===== src/rtl/core/swms_pkg.sv =====
// ----------------------------------------------------------------------------
// swms_pkg
// Shared types and constants for the sliding-window mean and deviation block.
// ----------------------------------------------------------------------------
package swms_pkg;

    localparam int DEF_WINDOW   = 64;
    localparam int SAMPLE_W     = 24;
    localparam int MEAN_W       = 32;
    localparam int DEV_W        = 32;
    localparam int FILL_W       = 7;
    localparam int FRAC_W       = 8;
    localparam int DEV_SCALE_W  = 2 * FRAC_W;
    localparam int ROOT_IN_W    = 64;
    localparam int ROOT_STEPS   = ROOT_IN_W / 2;
    localparam int ADDER_W_DEF  = ROOT_IN_W + 1;

    typedef enum logic [4:0] {
        ST_IDLE,
        ST_SUM_ADD,
        ST_SUM_SUB,
        ST_SQN_LOAD,
        ST_SQN_MUL,
        ST_SQN_ADD,
        ST_SQO_LOAD,
        ST_SQO_MUL,
        ST_SQO_SUB,
        ST_MEAN_LOAD,
        ST_MEAN_DIV,
        ST_MEAN_SIGN,
        ST_DEN_LOAD,
        ST_DEN_MUL,
        ST_S2_LOAD,
        ST_S2_MUL,
        ST_NQ_LOAD,
        ST_NQ_MUL,
        ST_DIFF,
        ST_DEV_DIV,
        ST_ROOT_LOAD,
        ST_ROOT,
        ST_DONE
    } t_state;

    function automatic int f_max(input int a, input int b);
        return (a > b) ? a : b;
    endfunction

endpackage


===== src/rtl/core/swms_addsub.sv =====
// ----------------------------------------------------------------------------
// swms_addsub
// Shared adder/subtractor; carry out high on subtract means no borrow.
// ----------------------------------------------------------------------------
module swms_addsub #(
    parameter int WIDTH = swms_pkg::ADDER_W_DEF
) (
    input  logic [WIDTH-1:0] i_a,
    input  logic [WIDTH-1:0] i_b,
    input  logic             i_sub,
    output logic [WIDTH-1:0] o_sum,
    output logic             o_carry
);
    logic [WIDTH:0] full_sum;

    assign full_sum = {1'b0, i_a} + {1'b0, i_b ^ {WIDTH{i_sub}}} + (WIDTH + 1)'(i_sub);
    assign o_sum    = full_sum[WIDTH-1:0];
    assign o_carry  = full_sum[WIDTH];

endmodule


===== src/rtl/core/sliding_window_mean_stddev.sv =====
// ----------------------------------------------------------------------------
// sliding_window_mean_stddev
// Keeps the last WINDOW samples with a running sum and sum of squares, and
// after each sample reports the window mean and sample standard deviation
// (n-1 divisor), both with 8 fraction bits, plus the latest sample and fill
// count. Sums, products, quotients and the root all run through one shared
// adder under a small sequencer: squares and products bit-serially by
// shift-add, the mean and the scaled variance by restoring division, the
// deviation by a two-bits-per-step root. Removing the oldest sample is
// skipped while the window fills, and the deviation steps are skipped with
// a single sample held. Input is not ready while a sample is being worked
// on; a finished result sits in the output register until taken, and the
// next sample may be accepted meanwhile.
// ----------------------------------------------------------------------------
module sliding_window_mean_stddev #(
    parameter int WINDOW = swms_pkg::DEF_WINDOW
) (
    input  logic                                i_clk,
    input  logic                                i_rst_n,
    input  logic                                i_sample_valid,
    output logic                                o_sample_ready,
    input  logic signed [swms_pkg::SAMPLE_W-1:0] i_sample,
    output logic                                o_result_valid,
    input  logic                                i_result_ready,
    output logic signed [swms_pkg::MEAN_W-1:0]  o_window_mean,
    output logic        [swms_pkg::DEV_W-1:0]   o_window_deviation,
    output logic signed [swms_pkg::SAMPLE_W-1:0] o_latest_sample,
    output logic        [swms_pkg::FILL_W-1:0]  o_fill_count
);
    import swms_pkg::*;

    localparam int LOG_W   = $clog2(WINDOW);
    localparam int CW      = $clog2(WINDOW + 1);
    localparam int SW      = SAMPLE_W + 1 + LOG_W;
    localparam int SQW     = 2 * SAMPLE_W - 1 + LOG_W;
    localparam int DW      = SQW + CW;
    localparam int DENW    = 2 * CW;
    localparam int AW      = f_max(f_max(2 * SW, DW), ROOT_IN_W + 1);
    localparam int MW      = SW;
    localparam int MEAN_NW = SW + FRAC_W;
    localparam int KW      = $clog2(DW + DEV_SCALE_W + 1);
    localparam int FEXT_W  = f_max(CW, FILL_W);

    t_state r_state, n_state;

    logic signed [SAMPLE_W-1:0] r_ring [WINDOW];
    logic        [LOG_W-1:0]    r_slot;
    logic        [CW-1:0]       r_count;
    logic signed [SW-1:0]       r_sum;
    logic        [SQW-1:0]      r_sq;
    logic                       r_full;
    logic signed [SAMPLE_W-1:0] r_v;
    logic signed [SAMPLE_W-1:0] r_old;

    logic [AW-1:0]        r_a;
    logic [MW-1:0]        r_m;
    logic [AW-1:0]        r_acc;
    logic [DENW-1:0]      r_den;
    logic [AW-1:0]        r_s2;
    logic [ROOT_IN_W-1:0] r_q;
    logic [ROOT_IN_W-1:0] r_res;
    logic [ROOT_IN_W-1:0] r_bit;
    logic [KW-1:0]        r_k;
    logic [MEAN_W-1:0]    r_mean;

    logic                       r_out_valid;
    logic signed [MEAN_W-1:0]   r_o_mean;
    logic        [DEV_W-1:0]    r_o_dev;
    logic signed [SAMPLE_W-1:0] r_o_latest;
    logic        [FILL_W-1:0]   r_o_fill;

    logic [AW-1:0]       add_a, add_b, add_res;
    logic                add_sub, add_carry;
    logic                in_accept, out_free, k_last, few_samples;
    logic [SAMPLE_W-1:0] mag_v, mag_old;
    logic [SW-1:0]       mag_sum;
    logic [FEXT_W-1:0]   count_ext;
    logic [LOG_W-1:0]    n_slot;

    assign o_sample_ready = (r_state == ST_IDLE);
    assign in_accept      = i_sample_valid && o_sample_ready;
    assign out_free       = !r_out_valid || i_result_ready;
    assign k_last         = (r_k == '0);
    assign few_samples    = (r_count < CW'(2));
    assign n_slot         = (r_slot == LOG_W'(WINDOW - 1)) ? '0 : r_slot + 1'b1;
    assign count_ext      = FEXT_W'(r_count);

    assign mag_v   = r_v[SAMPLE_W-1] ? (~r_v + 1'b1) : r_v;
    assign mag_old = r_old[SAMPLE_W-1] ? (~r_old + 1'b1) : r_old;
    assign mag_sum = r_sum[SW-1] ? (~r_sum + 1'b1) : r_sum;

    swms_addsub #(
        .WIDTH (AW)
    ) u_swms_addsub (
        .i_a     (add_a),
        .i_b     (add_b),
        .i_sub   (add_sub),
        .o_sum   (add_res),
        .o_carry (add_carry)
    );

    always_comb begin
        n_state = r_state;
        unique case (r_state)
            ST_IDLE:      if (i_sample_valid) n_state = ST_SUM_ADD;
            ST_SUM_ADD:   n_state = r_full ? ST_SUM_SUB : ST_SQN_LOAD;
            ST_SUM_SUB:   n_state = ST_SQN_LOAD;
            ST_SQN_LOAD:  n_state = ST_SQN_MUL;
            ST_SQN_MUL:   if (k_last) n_state = ST_SQN_ADD;
            ST_SQN_ADD:   n_state = r_full ? ST_SQO_LOAD : ST_MEAN_LOAD;
            ST_SQO_LOAD:  n_state = ST_SQO_MUL;
            ST_SQO_MUL:   if (k_last) n_state = ST_SQO_SUB;
            ST_SQO_SUB:   n_state = ST_MEAN_LOAD;
            ST_MEAN_LOAD: n_state = ST_MEAN_DIV;
            ST_MEAN_DIV:  if (k_last) n_state = ST_MEAN_SIGN;
            ST_MEAN_SIGN: n_state = few_samples ? ST_DONE : ST_DEN_LOAD;
            ST_DEN_LOAD:  n_state = ST_DEN_MUL;
            ST_DEN_MUL:   if (k_last) n_state = ST_S2_LOAD;
            ST_S2_LOAD:   n_state = ST_S2_MUL;
            ST_S2_MUL:    if (k_last) n_state = ST_NQ_LOAD;
            ST_NQ_LOAD:   n_state = ST_NQ_MUL;
            ST_NQ_MUL:    if (k_last) n_state = ST_DIFF;
            ST_DIFF:      n_state = ST_DEV_DIV;
            ST_DEV_DIV:   if (k_last) n_state = ST_ROOT_LOAD;
            ST_ROOT_LOAD: n_state = ST_ROOT;
            ST_ROOT:      if (k_last) n_state = ST_DONE;
            ST_DONE:      if (out_free) n_state = ST_IDLE;
            default:      n_state = ST_IDLE;
        endcase
    end

    always_comb begin
        add_a   = '0;
        add_b   = '0;
        add_sub = 1'b0;
        unique case (r_state)
            ST_SUM_ADD: begin
                add_a = AW'(r_sum);
                add_b = AW'(r_v);
            end
            ST_SUM_SUB: begin
                add_a   = AW'(r_sum);
                add_b   = AW'(r_old);
                add_sub = 1'b1;
            end
            ST_SQN_MUL, ST_SQO_MUL, ST_DEN_MUL, ST_S2_MUL, ST_NQ_MUL: begin
                add_a = r_acc;
                add_b = r_a;
            end
            ST_SQN_ADD: begin
                add_a = AW'(r_sq);
                add_b = r_acc;
            end
            ST_SQO_SUB: begin
                add_a   = AW'(r_sq);
                add_b   = r_acc;
                add_sub = 1'b1;
            end
            ST_MEAN_DIV, ST_DEV_DIV: begin
                add_a   = {r_acc[AW-2:0], r_a[AW-1]};
                add_b   = AW'(r_den);
                add_sub = 1'b1;
            end
            ST_MEAN_SIGN: begin
                add_b   = AW'(r_q[MEAN_W-1:0]);
                add_sub = 1'b1;
            end
            ST_DIFF: begin
                add_a   = r_acc;
                add_b   = r_s2;
                add_sub = 1'b1;
            end
            ST_ROOT: begin
                add_a   = r_acc;
                add_b   = AW'(r_res | r_bit);
                add_sub = 1'b1;
            end
            default: begin
            end
        endcase
    end

    always_ff @(posedge i_clk) begin
        if (!i_rst_n) begin
            r_state     <= ST_IDLE;
            r_slot      <= '0;
            r_count     <= '0;
            r_sum       <= '0;
            r_sq        <= '0;
            r_full      <= 1'b0;
            r_out_valid <= 1'b0;
        end else begin
            r_state <= n_state;
            if (in_accept) begin
                r_slot <= n_slot;
                r_full <= (r_count == CW'(WINDOW));
                if (r_count != CW'(WINDOW)) begin
                    r_count <= r_count + 1'b1;
                end
            end
            if (r_state == ST_SUM_ADD || r_state == ST_SUM_SUB) begin
                r_sum <= add_res[SW-1:0];
            end
            if (r_state == ST_SQN_ADD || r_state == ST_SQO_SUB) begin
                r_sq <= add_res[SQW-1:0];
            end
            if (r_state == ST_DONE && out_free) begin
                r_out_valid <= 1'b1;
            end else if (i_result_ready) begin
                r_out_valid <= 1'b0;
            end
        end
    end

    always_ff @(posedge i_clk) begin
        if (in_accept) begin
            r_v            <= i_sample;
            r_old          <= r_ring[r_slot];
            r_ring[r_slot] <= i_sample;
        end
        unique case (r_state)
            ST_SQN_LOAD: begin
                r_a   <= AW'(mag_v);
                r_m   <= MW'(mag_v);
                r_acc <= '0;
                r_k   <= KW'(SAMPLE_W - 1);
            end
            ST_SQO_LOAD: begin
                r_a   <= AW'(mag_old);
                r_m   <= MW'(mag_old);
                r_acc <= '0;
                r_k   <= KW'(SAMPLE_W - 1);
            end
            ST_SQN_MUL, ST_SQO_MUL, ST_DEN_MUL, ST_S2_MUL, ST_NQ_MUL: begin
                if (r_m[0]) begin
                    r_acc <= add_res;
                end
                r_a <= r_a << 1;
                r_m <= r_m >> 1;
                r_k <= r_k - 1'b1;
            end
            ST_MEAN_LOAD: begin
                r_a   <= AW'(mag_sum) << (AW - SW);
                r_den <= DENW'(r_count);
                r_acc <= '0;
                r_q   <= '0;
                r_k   <= KW'(MEAN_NW - 1);
            end
            ST_MEAN_DIV, ST_DEV_DIV: begin
                if (add_carry) begin
                    r_acc <= add_res;
                end else begin
                    r_acc <= {r_acc[AW-2:0], r_a[AW-1]};
                end
                r_a <= r_a << 1;
                r_q <= {r_q[ROOT_IN_W-2:0], add_carry};
                r_k <= r_k - 1'b1;
            end
            ST_MEAN_SIGN: begin
                r_mean <= r_sum[SW-1] ? add_res[MEAN_W-1:0] : r_q[MEAN_W-1:0];
            end
            ST_DEN_LOAD: begin
                r_a   <= AW'(r_count);
                r_m   <= MW'(r_count - 1'b1);
                r_acc <= '0;
                r_k   <= KW'(CW - 1);
            end
            ST_S2_LOAD: begin
                r_den <= r_acc[DENW-1:0];
                r_a   <= AW'(mag_sum);
                r_m   <= MW'(mag_sum);
                r_acc <= '0;
                r_k   <= KW'(SW - 1);
            end
            ST_NQ_LOAD: begin
                r_s2  <= r_acc;
                r_a   <= AW'(r_sq);
                r_m   <= MW'(r_count);
                r_acc <= '0;
                r_k   <= KW'(CW - 1);
            end
            ST_DIFF: begin
                // negative difference cannot arise; clamp to zero all the same
                r_a   <= add_carry ? (add_res << (AW - DW)) : '0;
                r_acc <= '0;
                r_q   <= '0;
                r_k   <= KW'(DW + DEV_SCALE_W - 1);
            end
            ST_ROOT_LOAD: begin
                r_acc <= AW'(r_q);
                r_res <= '0;
                r_bit <= ROOT_IN_W'(1) << (ROOT_IN_W - 2);
                r_k   <= KW'(ROOT_STEPS - 1);
            end
            ST_ROOT: begin
                if (add_carry) begin
                    r_acc <= add_res;
                    r_res <= (r_res >> 1) | r_bit;
                end else begin
                    r_res <= r_res >> 1;
                end
                r_bit <= r_bit >> 2;
                r_k   <= r_k - 1'b1;
            end
            ST_DONE: begin
                if (out_free) begin
                    r_o_mean   <= r_mean;
                    r_o_dev    <= few_samples ? '0 : r_res[DEV_W-1:0];
                    r_o_latest <= r_v;
                    r_o_fill   <= count_ext[FILL_W-1:0];
                end
            end
            default: begin
            end
        endcase
    end

    assign o_result_valid     = r_out_valid;
    assign o_window_mean      = r_o_mean;
    assign o_window_deviation = r_o_dev;
    assign o_latest_sample    = r_o_latest;
    assign o_fill_count       = r_o_fill;

endmodule


===== config.mk =====
export PLATFORM = sky130hd
export DESIGN_NAME = sliding_window_mean_stddev
export DESIGN_NICKNAME = d
export VERILOG_FILES = /design/src/rtl/core/swms_pkg.sv /design/src/rtl/core/swms_addsub.sv /design/src/rtl/core/sliding_window_mean_stddev.sv
export SDC_FILE = /design/constraint.sdc
export NUM_CORES = 2
export LEC_CHECK = 0
export ABC_AREA = 1
export BUFFER_PORTS_ARGS = -buffer_cell sky130_fd_sc_hd__buf_2
export CORE_ASPECT_RATIO = 1.25
export CORE_UTILIZATION = 57
export DETAILED_ROUTE_END_ITERATION = 8
export PLACE_DENSITY_LB_ADDON = 0.1
export SETUP_SLACK_MARGIN = 0.5
export SYNTH_ARGS = -nofsm -noshare
export SYNTH_HDL_FRONTEND = slang
export SYNTH_SLANG_ARGS = --single-unit
export TNS_END_PERCENT = 20

===== constraint.sdc =====
create_clock -name i_clk -period 9.92 [get_ports i_clk]
set_input_delay 2.976 -clock i_clk [delete_from_list [all_inputs] [get_ports i_clk]]
set_output_delay 2.976 -clock i_clk [all_outputs]
set_load 0.01 [all_outputs]

==> summary.txt <==
Status
  • Status: finished clean

Logic synthesis
  • Number of synthesized flops with an enable pin: roughly 2100
  • Mapped cell area: 0.0943 sq mm
  • Syn avg cell area: about 12 sq um
  • Synth Instances: 7652
  • Top cell type by total area after synthesis: edfxtp_1
  • Share of the synthesized area in the top cell type: between 60% and 70%
  • Top FF cell, synth: edfxtp_1
  • Synth cell types: 73
  • Yosys Warn Count: 0
  • Sequential share of the synthesized area: between 60% and 70%
  • Mapped Nets: 7754
  • Synth area leaders: edfxtp_1, nand2_1, a221oi_1, inv_1, dfxtp_1
  • FF+latch count, synth: 2221
  • Asr flop ratio synth: 0%

Pwr
  • Sequential power share: 36.9%
  • Peak VDD IR: 0.291 mV
  • Leak: 37.3 nW
  • NetSw: 13.8 mW
  • Switching share of power: 41.7%
  • Comb power frac: approximately two fifths
  • Cell-internal power: 19.3 mW
  • Pwr dens: about 320 mW/mm^2
  • Clock network fraction of total power: 23.8%

Placement
  • RePlAce Congestion: 1.08
  • Detail Placement HPWL: around 200000 um
  • Port Buffers: 124

STA
  • Tmin final: 7.63 ns
  • RSZ-0062 raised after global routing: false
  • Slew Viols, Final: 0
  • Final hold violation count: 0
  • # setup viols final: 0
  • Setup TNS: 0 ns
  • Slew headroom: 7.71%
  • Worst hold slack: 0.419 ns
  • Final Skew: 0.0590 ns
  • Final period util: between 70% and 80%
  • Max Fclk: 131 MHz
  • Worst-margin pin slew: 1.38 ns

Critical path
  • CP Class: flip-flop to flip-flop
  • CP required: around 10 ns
  • CP endpoint kind: flip-flop
  • CP startpoint kind: flip-flop
  • Worst Path Max Fanout: 49
  • Worst Path Arrival: 8.12 ns

Die
  • Chip height: 457 um
  • Top-Level Pins: 125
  • Rows: 166
  • Initial Utilization: 57.5%
  • Die area: 0.167 sq mm
  • Die W: roughly 370 um
  • Core area: 0.164 sq mm

Drt
  • First-pass iteration count of the detailed router: 9
  • Avg Vias per Cell: 6.53
  • DR iter-0 viols: slightly above 9000
  • Antenna Nets Post-Route: 0
  • Drt total wl: around 320000 um
  • Vias: 66400
  • Post-DR wirelength/cell: 31.3 um
  • Final routed DRC violation total: 0

Hold path
  • Tightest Hold Check Type: flip-flop to flip-flop

CTS
  • Max Buffers Root-to-Sink: 3
  • Clock transition at path regs: 0.06 ns
  • Hold-fix buffers at CTS: 0
  • Worst-Skew Late Latency: 0.89 ns
  • CTS tree: yes
  • Num CTS Buffers: a little over 200
  • CTS root buf: clkbuf_16
  • Post-CTS Setup Repair Bufs: 0
  • Post-CTS Resized: 0
  • Clk sinks: 2221
  • Htree depth: 4

GRT
  • First-pass GRT wire length: 451000 um
  • Total grt overflow: 0
  • Largest net degree at the start of global routing: 96
  • Vias in the first global route: 63500
  • Global Route Usage Sum: 37.6%
  • Initial antenna violation count: 13

Layout
  • Layout cells sized above 1: 10.2%
  • Post-layout util: a little under two thirds
  • Area grow syn2layout: 11.2%
  • Nets: between 7000 and 8000

Flow run
  • Maxcap violations: 0
flip-flops by register name, summed over array words and instances (netlist names), 6 cells and up:
| name | flops |
|---|---|
| r_q | 64 |
| r_slot | 6 |
| o_window_mean | 32 |
| o_window_deviation | 32 |
| r_acc | 65 |
| r_ring | 1536 |
| r_sq | 53 |
| r_bit | 32 |
| r_res | 63 |
| o_latest_sample | 24 |
| count_ext | 7 |
| r_mean | 32 |
| r_den | 14 |
| r_k | 7 |
| r_sum | 31 |
| o_fill_count | 7 |
| r_m | 31 |
| r_a | 65 |
| r_old | 24 |
| r_s2 | 65 |
| r_v | 24 |
synthesized netlist by cell type (32+ instances only):
master	number
buf_1	76
nand2_1	1430
nor2_1	484
o22ai_1	41
a21oi_1	262
o21bai_1	32
o211ai_1	82
nand3_1	219
nor3_1	61
a22o_1	171
a31oi_1	44
o2111ai_1	88
inv_1	632
a221oi_1	271
o21ai_0	254
nand4_1	231
a22oi_1	232
edfxtp_1	2117
dfxtp_1	104
xor2_1	146
clkbuf_1	284
ha_1	73
worst paths after layout:
| check | startpoint | endpoint | slack (ns) | cells past startpoint |
|---|---|---|---|---|
| worst max-delay path | r_state[4]$_SDFFE_PN0P_ | r_acc[48]$_DFFE_PP_ | 2.29 | 22 |
| worst min-delay path | r_mean[7]$_DFFE_PN_ | o_window_mean[7]$_DFFE_PP_ | 0.42 | 0 |
| worst max register to register | r_state[4]$_SDFFE_PN0P_ | r_acc[48]$_DFFE_PP_ | 2.29 | 22 |
| worst min register to register | r_mean[7]$_DFFE_PN_ | o_window_mean[7]$_DFFE_PP_ | 0.42 | 0 |
kinds of logic (layout without fill, tap and decap cells):
logic type	Yosys count	in the layout	synth area share (%)
buffers and inverters	1050	1370	4.23
AO/OA/AOI/OAI	1618	1618	12.2
other	0	4	0
AND/OR/NAND/NOR	2519	2519	11.4
flip-flops	2221	2221	69.6
adder cells (fa/ha/maj)	74	74	0.989
XOR/XNOR	170	170	1.64
worst max-delay path: stages (launching register included):
cell and delay, ns:
dfxtp_1 0.59, inv_2 0.22, nand3_1 0.19, nor2_4 0.04
buf_4 0.37, nor2_1 0.20, nand2_1 0.10, nor2_4 0.45
clkinv_2 0.48, xor2_1 0.29, ha_1 0.42, nand2_1 0.10
nor2_1 0.15, inv_1 0.15, o21ai_0 1.00, a21oi_1 0.32
o21ai_0 0.32, a21oi_1 0.15, nand2_4 0.40, buf_4 0.37
o221ai_1 0.18, inv_2 0.10, buf_4 0.59
stage by stage:
| stage | std cells | setup slack (ns) | cell area (sq um) | power, mW |
|---|---|---|---|---|
| global placement | 9771 | 2.83 | 98200 | 24.8 |
| global route | 10200 | 2.21 | 105000 | 34.2 |
| floorplan | 7652 | 2.41 | 94400 | 19.9 |
| detailed placement | 9771 | 2.76 | 98200 | 24.9 |
| CTS | 10200 | 2.77 | 105000 | 32.7 |
| finish | 10200 | 2.29 | 105000 | 33.1 |
per-layer routing:
layer	wire length, um	vias to the layer above	share of wire, %	track usage, %
li1	-	28600	-	-
met1	114000	32600	36	47.3
met2	148000	4247	47	59.6
met3	30900	864	9.7	6.36
met4	25600	2	8.0	26.2
met5	18	-	0.0057	0
power groups by stage:
stage          clock (mW)  sequential, mW  combinational (mW)
6_report             7.89            12.2                13.0
5_1_grt              8.27            12.2                13.7
4_1_cts              7.94            12.2                12.6
3_5_place_dp            0            12.3                12.6
3_3_place_gp            0            12.3                12.5
2_1_floorplan           0            12.1                7.79
cells in the final DEF, fill, tap and decap left out, types with 71 or more instances in the layout:
master	instances
a221oi_1	271
buf_2	123
a21oi_1	262
o21ai_0	254
dfxtp_1	103
o2111ai_1	88
clkbuf_16	207
xor2_1	146
o211ai_1	82
nor2_1	411
ha_1	73
inv_1	625
nand3_1	219
edfxtp_1	2117
a22oi_1	232
nor2_2	71
buf_4	192
nand4_1	231
a22o_1	171
nand2_1	1427
area by class of cell:
cell class | count | area [sq um]
tap | 2184 | 2730
clock inverter | 133 | 1280
antenna | 4 | 10.0
timing repair buffer | 328 | 2320
sequential | 2221 | 65700
fill | 12600 | 59200
inverter | 657 | 2470
multi-input combinational | 4381 | 25000
clock buffer | 252 | 5410
Note: power is estimated with default switching activity, not from simulation.
